`src/hw/rtl/sdas_pkg.sv`:
```
// ----------------------------------------------------------------------------
// sdas_pkg
// Shared constants, types and helper functions of the signed decimal unit.
// ----------------------------------------------------------------------------
package sdas_pkg;

    localparam int DIGITS    = 64;
    localparam int NIB_W     = 4;
    localparam int WORD_DIG  = 16;
    localparam int WORD_W    = WORD_DIG * NIB_W;
    localparam int WORDS     = DIGITS / WORD_DIG;
    localparam int MAG_W     = DIGITS * NIB_W;
    localparam int PROD_W    = 2 * MAG_W;
    localparam int DCNT_W    = $clog2(DIGITS);
    localparam int WIDX_W    = (WORDS > 1) ? $clog2(WORDS) : 1;
    localparam int CMD_W     = 2;

    localparam logic [CMD_W-1:0] CMD_ADD = 2'd0;
    localparam logic [CMD_W-1:0] CMD_SUB = 2'd1;
    localparam logic [CMD_W-1:0] CMD_MUL = 2'd2;

    typedef enum logic [2:0] {
        ALU_ADD = 3'b001,
        ALU_SUB = 3'b010,
        ALU_MUL = 3'b100
    } alu_op_t;

    typedef struct packed {
        logic [NIB_W-1:0] digit;
        logic [NIB_W-1:0] carry;
    } alu_res_t;

    function automatic logic word_has_bad(input logic [WORD_W-1:0] w);
        logic bad;
        bad = 1'b0;
        for (int i = 0; i < WORD_DIG; i++) begin
            if (w[i*NIB_W +: NIB_W] > 4'd9) begin
                bad = 1'b1;
            end
        end
        return bad;
    endfunction

    // Quotient by ten through a reciprocal multiply, exact for every 8-bit input.
    function automatic logic [4:0] div10(input logic [7:0] t);
        logic [15:0] p;
        p = {8'd0, t} * 16'd205;
        return p[15:11];
    endfunction

endpackage

```
`src/hw/rtl/sdas_digit_alu.sv`:
```
// ----------------------------------------------------------------------------
// sdas_digit_alu
// One decimal digit step: add with carry, subtract with borrow, or
// multiply-accumulate a digit product into a partial sum digit.
// ----------------------------------------------------------------------------
module sdas_digit_alu
    import sdas_pkg::*;
(
    input  alu_op_t          op,
    input  logic [NIB_W-1:0] a,
    input  logic [NIB_W-1:0] b,
    input  logic [NIB_W-1:0] acc,
    input  logic [NIB_W-1:0] cin,
    output alu_res_t         res
);

    logic [7:0] prod;
    logic [7:0] sum;
    logic [4:0] quot;
    logic [7:0] rem;
    logic [4:0] sub_y;

    assign prod  = {4'd0, a} * {4'd0, b};
    assign sub_y = {1'b0, b} + {1'b0, cin};

    always_comb
    begin
        unique case (op)
            ALU_MUL: sum = prod + {4'd0, acc} + {4'd0, cin};
            default: sum = {4'd0, a} + {4'd0, b} + {4'd0, cin};
        endcase
    end

    assign quot = div10(sum);
    assign rem  = sum - ({3'd0, quot} * 8'd10);

    always_comb
    begin
        unique case (op)
            ALU_SUB:
            begin
                if ({1'b0, a} >= sub_y) begin
                    res.digit = NIB_W'({1'b0, a} - sub_y);
                    res.carry = '0;
                end
                else begin
                    res.digit = NIB_W'({1'b0, a} + 5'd10 - sub_y);
                    res.carry = NIB_W'(1);
                end
            end
            default:
            begin
                res.digit = rem[NIB_W-1:0];
                res.carry = quot[NIB_W-1:0];
            end
        endcase
    end

endmodule

```
`config.mk`:
```
export PLATFORM = sky130hd
export DESIGN_NAME = sdas_digit_alu
export DESIGN_NICKNAME = d
export VERILOG_FILES = /design/src/hw/rtl/sdas_pkg.sv /design/src/hw/rtl/sdas_digit_alu.sv
export SDC_FILE = /design/constraint.sdc
export NUM_CORES = 1
export LEC_CHECK = 0
export BUFFER_PORTS_ARGS = -buffer_cell sky130_fd_sc_hd__clkbuf_2
export CAP_MARGIN = 10
export CORE_AREA = 2 2 79 58
export DETAILED_ROUTE_END_ITERATION = 16
export DIE_AREA = 0 0 81 60
export GPL_TIMING_DRIVEN = 0
export PLACE_DENSITY = 0.93
export SYNTH_ARGS = -nofsm -noshare
export SYNTH_HDL_FRONTEND = slang
export SYNTH_SLANG_ARGS = --single-unit
export TNS_END_PERCENT = 10
```
`constraint.sdc`:
```
create_clock -name vclk -period 10.1
set_input_delay 0.505 -clock vclk [all_inputs]
set_output_delay 0.505 -clock vclk [all_outputs]
set_load 0.03 [all_outputs]
```
Yosys cells after proc, flatten, opt, wreduce, memory -nomap -nowiden
Cells that the tools add are included. Widths: inputs -> output; s select.

Equality and inequality tests: 2. Add/subtract/negate cells: 9. Mux-type cells: 3. Order comparisons: 1. Multipliers: 3.

Operators with widths (count): $mux 8 (3); $add 8x4->8 (2); $mul 8x8->16 const B (1); $sub 4x4->4 (3); $add 4x4->5 (2); $mul 4x4->8 (1); $add 5x4->6 (1); $ge 4x5->1 (1); $mul 5x3->3 const B (1); $add 4x4->4 const B (1); $eq 3x2->1 const B (1); $eq 3x3->1 const B (1).

Output and inout port bits: 8. Bits in registers: 0. Word-level logic and storage cells: 18.

Depth between registers and ports, before layout
Gate-level depths: netlist (run 1).

Depth after elaboration: 8. Gate-level depth with buffers: 34. Gate-level depth less buffers: 34.

Least setup slack after synthesis (run 1)
Ideal clock, no wire load.

Path type: input port to output port. Start point: in b[3]. End point: out res[7] (netlist bit). Arrival time: 7.795 ns. Path slack: 1.800 ns. Data required time: 9.595 ns. Stages on the path: 30. Cell sequence: nand2_1 -> fa_1 -> fa_1 -> fa_1 -> inv_1 -> ha_1 -> a21o_1 -> a21oi_1 -> xnor2_1 -> nand2_1 -> o31ai_1 -> ha_1 -> inv_1 -> fa_1 -> inv_1 -> fa_1 -> inv_1 -> fa_1 -> inv_1 -> ha_1 -> and4_1 -> a21oi_1 -> o211ai_2 -> a21oi_1 -> xnor2_2 -> ha_1 -> fa_1 -> xnor2_1 -> xnor3_1 -> mux2i_1.

RTL lines: from (decl) (line sdas_digit_alu.sv:11) `input logic [NIB_W-1:0] b,`; to (decl) (line sdas_digit_alu.sv:14) `output alu_res_t res`.

==> results of run 1 <==
==> stage by stage <==
stage / hold WS [ns] / worst slack, ns / utilization, % / instance area [um^2] / std cells
global route: 1.602 / 0.7579 / 65.03 / 2701 / 356
finish: 1.565 / 1.262 / 65.03 / 2701 / 356
CTS: 1.567 / 1.236 / 65.03 / 2701 / 356
detailed placement: 1.565 / 1.267 / 65.03 / 2701 / 356
global placement: 1.555 / 1.397 / 65.03 / 2701 / 356
floorplan: 1.399 / 1.800 / - / 2497 / 274
==> cell type report <==
class	count	area [um^2]	area share (%)
inverters	72	270.3	10.00
multi-input cells	201	2223	82.31
well taps	55	68.82	2.547
plain buffers	1	3.754	0.1390
repair buffers	27	135.1	5.002
==> per-layer routing <==
metal | global-route usage (%) | vias to the layer above
li1 | - | 934
met1 | 29.42 | 886
met2 | 39.79 | 47
met3 | 1.360 | 2
met4 | 1.453 | 0
met5 | 0 | -
==> worst paths after layout <==
kind                 end  start
setup / recovery  res[7]   a[1]
hold / removal    res[7]  op[2]
==> synth_stat cells <==
master,instances
a21oi_1,12
a41oi_1,1
o31ai_1,1
ha_1,70
nor3b_1,1
nand4_1,1
nor2b_1,4
and3_1,1
xnor3_1,1
a21o_1,9
and4_1,1
and2_1,7
clkbuf_1,1
inv_1,72
nor3b_4,1
a31oi_1,1
xnor2_1,11
o21bai_1,2
nand2b_1,1
nand2_1,10
xnor2_2,2
fa_1,31
mux2_2,2
xor2_1,7
o21ai_1,2
o21ai_0,3
mux2i_1,7
mux2_1,1
nor2_1,7
o211ai_2,1
or3_1,1
a211oi_1,1
a21boi_1,1
==> tightest hold or removal path, stage by stage <==
cell	delay, ns
clkbuf_2	0.10
nor3b_1	0.13
mux2i_1	0.15
clkbuf_2	0.18
==> cell usage in the layout, fill, tap and decap left out, types with 2 or more instances in the layout <==
master	Yosys	final
xnor2_2	2	2
o21bai_1	2	2
ha_1	70	70
xor2_1	7	7
and2_1	7	7
mux2i_1	7	7
clkbuf_2	0	27
o21ai_1	2	2
xnor2_1	11	11
o21ai_0	3	3
nor2b_1	4	4
mux2_2	2	2
fa_1	31	31
nand2_1	10	10
inv_1	72	72
a21oi_1	12	12
nor2_1	7	7
a21o_1	9	9
==> cells by family (layout without fill, tap and decap cells) <==
kind of cell,after synthesis,in the layout
XOR/XNOR,21,21
AND/OR/NAND/NOR,35,35
buffers and inverters,73,100
adder cells (fa/ha/maj),101,101
multiplexers,10,10
AO/OA/AOI/OAI,34,34
==> metrics.txt, run 1 <==
# TYPE chip_impl_metric gauge
chip_impl_metric{name="synth-seq-area-share",unit="%"} 0
chip_impl_metric{name="die-area",unit="um^2"} 4860
chip_impl_metric{name="crit_buf_inv",unit=""} 7
chip_impl_metric{name="initial_utilization",unit="%"} 60.12
chip_impl_metric{name="io_pins",unit=""} 27
chip_impl_info{name="hold_path.class",value="input port to primary output"} 1
chip_impl_metric{name="synth_top_area_share",unit="%"} 35.07
chip_impl_metric{name="grt_pass1_vias",unit=""} 1918
chip_impl_metric{name="post-route-drc-count",unit=""} 0
chip_impl_info{name="top_signal_layer_used",value="met4"} 1
chip_impl_metric{name="design.final.nets",unit=""} 423
chip_impl_metric{name="post_synth_and_or_nand_nor_area_fraction",unit="%"} 7.715
chip_impl_info{name="rsz0062_at_grt",value="false"} 1
chip_impl_info{name="critical_path_top_delay_cell",value="fa_1"} 1
chip_impl_metric{name="drt_first_pass_iters",unit=""} 4
chip_impl_info{name="netlist_top_cells_area",value="ha_1 35%, fa_1 25%, inv_1 11%"} 1
chip_impl_metric{name="grt_antenna_before_repair",unit=""} 0
chip_impl_metric{name="route.detailed.wl_per_inst",unit="um"} 13.73
chip_impl_metric{name="register_area",unit="um^2"} 0
chip_impl_metric{name="cts_setup_buffers",unit=""} 0
chip_impl_metric{name="fillerInstances",unit=""} 343
chip_impl_metric{name="met3_length",unit="um"} 244
chip_impl_metric{name="final_max_slew_viol_count",unit=""} 0
chip_impl_metric{name="number_of_clock_buffer_instances_in_the_layout",unit=""} 0
chip_impl_metric{name="finalSetupViolCount",unit=""} 0
chip_impl_metric{name="area.growth.synth_to_final",unit="%"} 8.166
chip_impl_info{name="main_combinational_cell_family_by_area_after_synthesis",value="adder cells"} 1
chip_impl_metric{name="avgViaCountPerCell",unit=""} 5.250
chip_impl_metric{name="worst-path-stages",unit=""} 32
chip_impl_metric{name="drt_iter0_markers",unit=""} 84
chip_impl_metric{name="max_frequency",unit="MHz"} 113.1
chip_impl_metric{name="worst_slew_pin_slew",unit="ns"} 0.9319
chip_impl_metric{name="route.layer.met1.wl",unit="um"} 2189
chip_impl_metric{name="synthesis.instances",unit=""} 274
chip_impl_metric{name="postSynthAreaPerCell",unit="um^2"} 9.115
chip_impl_metric{name="synth.mux.area_fraction",unit="%"} 4.158
chip_impl_metric{name="placeableCoreArea",unit="um^2"} 4154
chip_impl_metric{name="post_cts.resized_instances",unit=""} 0
chip_impl_metric{name="grt_first_pass_wirelength",unit="um"} 8183
chip_impl_metric{name="worst_ep_required_time",unit="ns"} 9.60
chip_impl_metric{name="synth.cell_area",unit="um^2"} 2497
chip_impl_metric{name="synth_cell_types",unit=""} 33
chip_impl_info{name="start_kind",value="input port"} 1
chip_impl_metric{name="post_synthesis_adder_cell_area_fraction",unit="%"} 59.92
chip_impl_metric{name="die-width",unit="um"} 81
chip_impl_metric{name="max-slew-margin-rel",unit="%"} 37.74
chip_impl_metric{name="crit_path_max_cell_delay",unit="ns"} 0.60
chip_impl_metric{name="min_delay_path_depth",unit=""} 4
chip_impl_metric{name="place.gp.congestion",unit=""} 0.8957
chip_impl_metric{name="maximum_fanout_along_the_worst_path",unit=""} 6
chip_impl_metric{name="grt_remaining_overflow",unit=""} 0
chip_impl_metric{name="route.vias.total",unit=""} 1869
chip_impl_info{name="synth_area_leader_cell",value="ha_1"} 1
chip_impl_metric{name="place.detailed.hpwl",unit="um"} 4600
chip_impl_metric{name="worstPathArrival",unit="ns"} 8.33
chip_impl_metric{name="cts_hold_buffers",unit=""} 0
chip_impl_metric{name="grtUsageTotal",unit="%"} 21.60
chip_impl_metric{name="finalWorstPathRequiredPeriod",unit="ns"} 8.838
chip_impl_metric{name="max_cap_viol_count",unit=""} 0
chip_impl_metric{name="synthesis.yosys.warnings",unit=""} 0
chip_impl_metric{name="timing_hold_violations_final",unit=""} 0
chip_impl_metric{name="fin_crit_sh",unit="%"} 87.51
chip_impl_metric{name="floorplan.die.height",unit="um"} 60
chip_impl_metric{name="io_buffer_count",unit=""} 27
chip_impl_metric{name="ratio_of_cells_with_drive_above_1_in_the_final_layout",unit="%"} 10.96
chip_impl_metric{name="synth_xor_xnor_area_share",unit="%"} 8.517
chip_impl_info{name="crit_top_cell",value="fa_1"} 1
chip_impl_info{name="worstSetupEndpointType",value="primary output"} 1
chip_impl_metric{name="largest_net_degree_at_the_start_of_global_routing",unit=""} 11
chip_impl_metric{name="ant_nets",unit=""} 0
chip_impl_metric{name="finalWirelength",unit="um"} 4889
chip_impl_metric{name="synth_area_in_compound_gates",unit="%"} 8.717
chip_impl_metric{name="antenna-diode-count",unit=""} 0
chip_impl_info{name="criticalPathCategory",value="input port to primary output"} 1
chip_impl_metric{name="std_cell_rows",unit=""} 20
chip_impl_metric{name="seq_cells",unit=""} 0
chip_impl_metric{name="synth_nets",unit=""} 394
chip_impl_metric{name="setup_tns",unit="ns"} 0
chip_impl_metric{name="dr_wl_met2",unit="um"} 2447
chip_impl_info{name="cp_top_family",value="adder cells"} 1
chip_impl_info{name="status",value="finished, final reports clean"} 1
Power of run 1 is not shown: default switching activity piles up to over one toggle a cycle in this logic, so the estimate is an artifact.
==> run 2, diff against run 1 <==
--- a/config.mk
+++ b/config.mk
@@ -5,13 +5,14 @@
 export SDC_FILE = /design/constraint.sdc
 export NUM_CORES = 1
 export LEC_CHECK = 0
-export BUFFER_PORTS_ARGS = -buffer_cell sky130_fd_sc_hd__clkbuf_2
 export CAP_MARGIN = 10
-export CORE_AREA = 2 2 79 58
+export CORE_AREA = 2 2 75 56
 export DETAILED_ROUTE_END_ITERATION = 16
-export DIE_AREA = 0 0 81 60
+export DIE_AREA = 0 0 77 58
+export DONT_BUFFER_PORTS = 1
 export GPL_TIMING_DRIVEN = 0
 export PLACE_DENSITY = 0.93
+export RECOVER_POWER = 50
 export SYNTH_ARGS = -nofsm -noshare
 export SYNTH_HDL_FRONTEND = slang
 export SYNTH_SLANG_ARGS = --single-unit
==> run 2 against run 1 <==
  * Final area shrank 6.0%
  * Cell count shrank 8.4%
  * Global-route usage grew 2.0 points
  * First-iteration DRC count shrank 13%
==> metrics.txt, run 2 (same netlist as run 1, synthesis figures left out) <==
# TYPE chip_impl_metric gauge
chip_impl_metric{name="postLayoutCellArea",unit="um^2"} 2539
chip_impl_metric{name="met3_length",unit="um"} 207
chip_impl_metric{name="max-slew-margin-rel",unit="%"} 37.67
chip_impl_metric{name="grtUsageTotal",unit="%"} 23.56
chip_impl_metric{name="cts_hold_buffers",unit=""} 0
chip_impl_info{name="hold_path.class",value="input port to primary output"} 1
chip_impl_metric{name="place.detailed.hpwl",unit="um"} 4518
chip_impl_metric{name="initial_utilization",unit="%"} 66.49
chip_impl_metric{name="fin_hold_ws",unit="ns"} 1.431
chip_impl_metric{name="ratio_of_cells_with_drive_above_1_in_the_final_layout",unit="%"} 1.095
chip_impl_metric{name="floorplan.die.height",unit="um"} 58
chip_impl_metric{name="ant_nets",unit=""} 0
chip_impl_info{name="most-common-layout-cells",value="72 x inv_1, 70 x ha_1, 31 x fa_1"} 1
chip_impl_info{name="critical_path_top_delay_cell",value="fa_1"} 1
chip_impl_metric{name="placeableCoreArea",unit="um^2"} 3756
chip_impl_metric{name="timing_hold_violations_final",unit=""} 0
chip_impl_metric{name="drt_iter0_markers",unit=""} 73
chip_impl_metric{name="seq_cells",unit=""} 0
chip_impl_metric{name="crit_path_max_cell_delay",unit="ns"} 0.60
chip_impl_metric{name="route.layer.met1.wl",unit="um"} 2250
chip_impl_metric{name="maximum_fanout_along_the_worst_path",unit=""} 5
chip_impl_info{name="rsz0062_at_grt",value="false"} 1
chip_impl_metric{name="die-area",unit="um^2"} 4466
chip_impl_metric{name="std_cell_rows",unit=""} 19
chip_impl_metric{name="register_area",unit="um^2"} 0
chip_impl_metric{name="post_cts.resized_instances",unit=""} 0
chip_impl_info{name="final_common_cell",value="inv_1"} 1
chip_impl_metric{name="antenna-diode-count",unit=""} 0
chip_impl_metric{name="worstPathArrival",unit="ns"} 8.43
chip_impl_metric{name="avgViaCountPerCell",unit=""} 5.454
chip_impl_metric{name="worst_slew_pin_slew",unit="ns"} 0.9329
chip_impl_metric{name="design.final.nets",unit=""} 396
chip_impl_metric{name="grt_remaining_overflow",unit=""} 0
chip_impl_metric{name="finalWirelength",unit="um"} 4838
chip_impl_info{name="crit_top_cell",value="fa_1"} 1
chip_impl_metric{name="route.vias.total",unit=""} 1778
chip_impl_metric{name="dpl.cell_count",unit=""} 326
chip_impl_metric{name="post_dp_cell_area",unit="um^2"} 2562
chip_impl_metric{name="drt_first_pass_iters",unit=""} 4
chip_impl_metric{name="setup_tns",unit="ns"} 0
chip_impl_metric{name="finalWorstPathRequiredPeriod",unit="ns"} 8.934
chip_impl_info{name="criticalPathCategory",value="input port to primary output"} 1
chip_impl_metric{name="finalSetupViolCount",unit=""} 0
chip_impl_metric{name="largest_net_degree_at_the_start_of_global_routing",unit=""} 11
chip_impl_metric{name="route.detailed.wl_per_inst",unit="um"} 14.84
chip_impl_metric{name="die-width",unit="um"} 77
chip_impl_metric{name="number_of_non_filler_instances_in_the_completed_layout",unit=""} 326
chip_impl_metric{name="cts_setup_buffers",unit=""} 0
chip_impl_metric{name="fillerInstances",unit=""} 308
chip_impl_metric{name="area.growth.synth_to_final",unit="%"} 1.653
chip_impl_metric{name="final_max_slew_viol_count",unit=""} 0
chip_impl_metric{name="worst_ep_required_time",unit="ns"} 9.60
chip_impl_metric{name="io_pins",unit=""} 27
chip_impl_metric{name="fin_crit_sh",unit="%"} 88.46
chip_impl_metric{name="max_cap_viol_count",unit=""} 0
chip_impl_metric{name="post-route-drc-count",unit=""} 0
chip_impl_info{name="top_signal_layer_used",value="met4"} 1
chip_impl_info{name="status",value="finished, final reports clean"} 1
chip_impl_metric{name="grt_pass1_vias",unit=""} 1952
chip_impl_metric{name="dr_wl_met2",unit="um"} 2357
chip_impl_metric{name="max_frequency",unit="MHz"} 111.9
chip_impl_metric{name="grt_antenna_before_repair",unit=""} 0
chip_impl_metric{name="place.gp.congestion",unit=""} 0.9440
chip_impl_metric{name="grt_first_pass_wirelength",unit="um"} 8452
chip_impl_metric{name="number_of_clock_buffer_instances_in_the_layout",unit=""} 0
chip_impl_info{name="worstSetupEndpointType",value="primary output"} 1
chip_impl_info{name="start_kind",value="input port"} 1
chip_impl_metric{name="io_buffer_count",unit=""} 0
## run 2: cell types whose count changed in the layout (fill, tap and decap cells not counted)
cell	delta
nor3b_1	+1
nor3b_4	-1
o211ai_2	-1
o211ai_1	+1
clkbuf_2	-27
xnor2_1	+1
xnor2_2	-1
## run 2: metrics by stage
stage	util (%)	worst slack (ns)
after floorplan	-	1.800
after global placement	68.22	1.412
after detailed placement	68.22	1.186
after CTS	68.22	1.185
after global routing	67.59	0.6768
final	67.59	1.166
## run 2: final cells by class
type	instances	area (um^2)	share of cell area (%)
inverter	72	270.3	10.65
buffer	1	3.754	0.1479
tap	52	65.06	2.563
multi-input combinational	201	2200	86.64
## run 2: final timing paths
path,startpoint,to,slack [ns],depth (start not counted)
min,op[2],res[6],1.43,2
max,b[3],res[7],1.17,30
## run 2: worst max-delay path, delay by kind of cell
family | cells | cell delay, ns
AOI/OAI and AO/OA | 6 | 1.17
muxes | 1 | 0.54
xor gates and xnor gates | 4 | 0.73
adders and majority gates | 11 | 4.84
and+or+nand+nor | 3 | 0.36
buffers and inverters | 5 | 0.28
## run 2: routing by layer
| metal | vias up | global-route usage [%] |
|---|---|---|
| met2 | 42 | 43.23 |
| met5 | - | 0 |
| li1 | 878 | - |
| met3 | 2 | 2.181 |
| met1 | 856 | 31.94 |
| met4 | 0 | 2.551 |
Power of run 2 is left out for the same reason.
==> run 3, diff against run 2 <==
--- a/config.mk
+++ b/config.mk
@@ -6,9 +6,9 @@
 export NUM_CORES = 1
 export LEC_CHECK = 0
 export CAP_MARGIN = 10
-export CORE_AREA = 2 2 75 56
+export CORE_AREA = 2 2 71 59
 export DETAILED_ROUTE_END_ITERATION = 16
-export DIE_AREA = 0 0 77 58
+export DIE_AREA = 0 0 73 61
 export DONT_BUFFER_PORTS = 1
 export GPL_TIMING_DRIVEN = 0
 export PLACE_DENSITY = 0.93
==> run 3 against run 2 <==
  * Non-clock buffer count is the same
  * First-iteration DRC count up 6.8%
  * Final area about the same
  * Critical path depth unchanged
  * Worst hold slack about the same
  * Highest routed layer unchanged
==> metrics.txt, run 3 (same netlist as run 1, synthesis figures left out) <==
# TYPE chip_impl_metric gauge
chip_impl_info{name="status",value="finished, final reports clean"} 1
chip_impl_metric{name="die-width",unit="um"} 73
chip_impl_metric{name="fillerInstances",unit=""} 281
chip_impl_metric{name="cts_setup_buffers",unit=""} 0
chip_impl_metric{name="post_cts.resized_instances",unit=""} 0
chip_impl_metric{name="max_frequency",unit="MHz"} 111.4
chip_impl_metric{name="timing_hold_violations_final",unit=""} 0
chip_impl_info{name="most-common-layout-cells",value="72 x inv_1, 70 x ha_1, 31 x fa_1"} 1
chip_impl_metric{name="max-slew-margin-rel",unit="%"} 36.43
chip_impl_metric{name="initial_utilization",unit="%"} 66.98
chip_impl_metric{name="maximum_fanout_along_the_worst_path",unit=""} 5
chip_impl_metric{name="fin_hold_ws",unit="ns"} 1.431
chip_impl_metric{name="ant_nets",unit=""} 0
chip_impl_metric{name="die-area",unit="um^2"} 4453
chip_impl_metric{name="grt_antenna_before_repair",unit=""} 0
chip_impl_info{name="crit_top_cell",value="fa_1"} 1
chip_impl_metric{name="design.final.nets",unit=""} 396
chip_impl_info{name="critical_path_top_delay_cell",value="fa_1"} 1
chip_impl_metric{name="grtUsageTotal",unit="%"} 24.30
chip_impl_metric{name="place.gp.congestion",unit=""} 0.8771
chip_impl_metric{name="postLayoutCellArea",unit="um^2"} 2536
chip_impl_info{name="final_common_cell",value="inv_1"} 1
chip_impl_metric{name="post-route-drc-count",unit=""} 0
chip_impl_metric{name="floorplan.die.height",unit="um"} 61
chip_impl_metric{name="register_area",unit="um^2"} 0
chip_impl_metric{name="route.vias.total",unit=""} 1794
chip_impl_metric{name="cts_hold_buffers",unit=""} 0
chip_impl_metric{name="finalWirelength",unit="um"} 4864
chip_impl_metric{name="ratio_of_cells_with_drive_above_1_in_the_final_layout",unit="%"} 1.460
chip_impl_metric{name="drt_iter0_markers",unit=""} 78
chip_impl_metric{name="crit_path_max_cell_delay",unit="ns"} 0.61
chip_impl_info{name="hold_path.class",value="input port to primary output"} 1
chip_impl_metric{name="worst_ep_required_time",unit="ns"} 9.60
chip_impl_metric{name="place.detailed.hpwl",unit="um"} 4509
chip_impl_info{name="cp_top_family",value="adder cells"} 1
chip_impl_metric{name="grt_pass1_vias",unit=""} 1903
chip_impl_metric{name="antenna-diode-count",unit=""} 0
chip_impl_info{name="criticalPathCategory",value="input port to primary output"} 1
chip_impl_metric{name="grt_remaining_overflow",unit=""} 0
chip_impl_metric{name="fin_crit_sh",unit="%"} 88.88
chip_impl_metric{name="drt_first_pass_iters",unit=""} 4
chip_impl_metric{name="io_buffer_count",unit=""} 0
chip_impl_info{name="start_kind",value="input port"} 1
chip_impl_metric{name="number_of_clock_buffer_instances_in_the_layout",unit=""} 0
chip_impl_metric{name="placeableCoreArea",unit="um^2"} 3729
chip_impl_metric{name="final_max_slew_viol_count",unit=""} 0
chip_impl_metric{name="avgViaCountPerCell",unit=""} 5.642
chip_impl_metric{name="area.growth.synth_to_final",unit="%"} 1.553
chip_impl_metric{name="route.detailed.wl_per_inst",unit="um"} 15.30
chip_impl_metric{name="finalSetupViolCount",unit=""} 0
chip_impl_metric{name="crit_buf_inv",unit=""} 5
chip_impl_metric{name="worst_slew_pin_slew",unit="ns"} 0.9514
chip_impl_metric{name="grt_first_pass_wirelength",unit="um"} 8335
chip_impl_metric{name="setup_tns",unit="ns"} 0
chip_impl_metric{name="worstPathArrival",unit="ns"} 8.47
chip_impl_metric{name="post_dp_cell_area",unit="um^2"} 2552
chip_impl_info{name="rsz0062_at_grt",value="false"} 1
chip_impl_metric{name="seq_cells",unit=""} 0
chip_impl_metric{name="max_cap_viol_count",unit=""} 0
chip_impl_metric{name="std_cell_rows",unit=""} 20
chip_impl_info{name="worstSetupEndpointType",value="primary output"} 1
chip_impl_metric{name="io_pins",unit=""} 27
chip_impl_metric{name="largest_net_degree_at_the_start_of_global_routing",unit=""} 11
chip_impl_metric{name="finalWorstPathRequiredPeriod",unit="ns"} 8.976
[run 3: final timing paths]
kind,to,slack [ns],startpoint,cells after the start
max,res[7],1.12,b[3],30
min,res[6],1.43,op[2],2
[run 3: area by class of cell]
class | instances | area [um^2] | share of cell area, %
Multi-Input combinational cell | 201 | 2207 | 87.03
Inverter | 72 | 270.3 | 10.66
Tap cell | 44 | 55.05 | 2.171
Buffer | 1 | 3.754 | 0.1480
[run 3: metrics by stage]
step | instances | setup WS [ns] | utilization [%]
final | 318 | 1.124 | 68.02
after global routing | 318 | 0.6368 | 68.02
after CTS | 318 | 1.127 | 68.46
after detailed placement | 318 | 1.151 | 68.46
after global placement | 318 | 1.390 | 68.46
after floorplan | 274 | 1.800 | -
[run 3: metal layers]
layer  global-route usage [%]  vias to the layer above  wire length (um)
met3                    1.661                        4               155
met5                        0                        -                 0
met1                    32.85                      879              2184
met2                    44.40                       38              2485
met4                    2.910                        0                38
li1                         -                      873                 -
Power of run 3 is left out for the same reason.
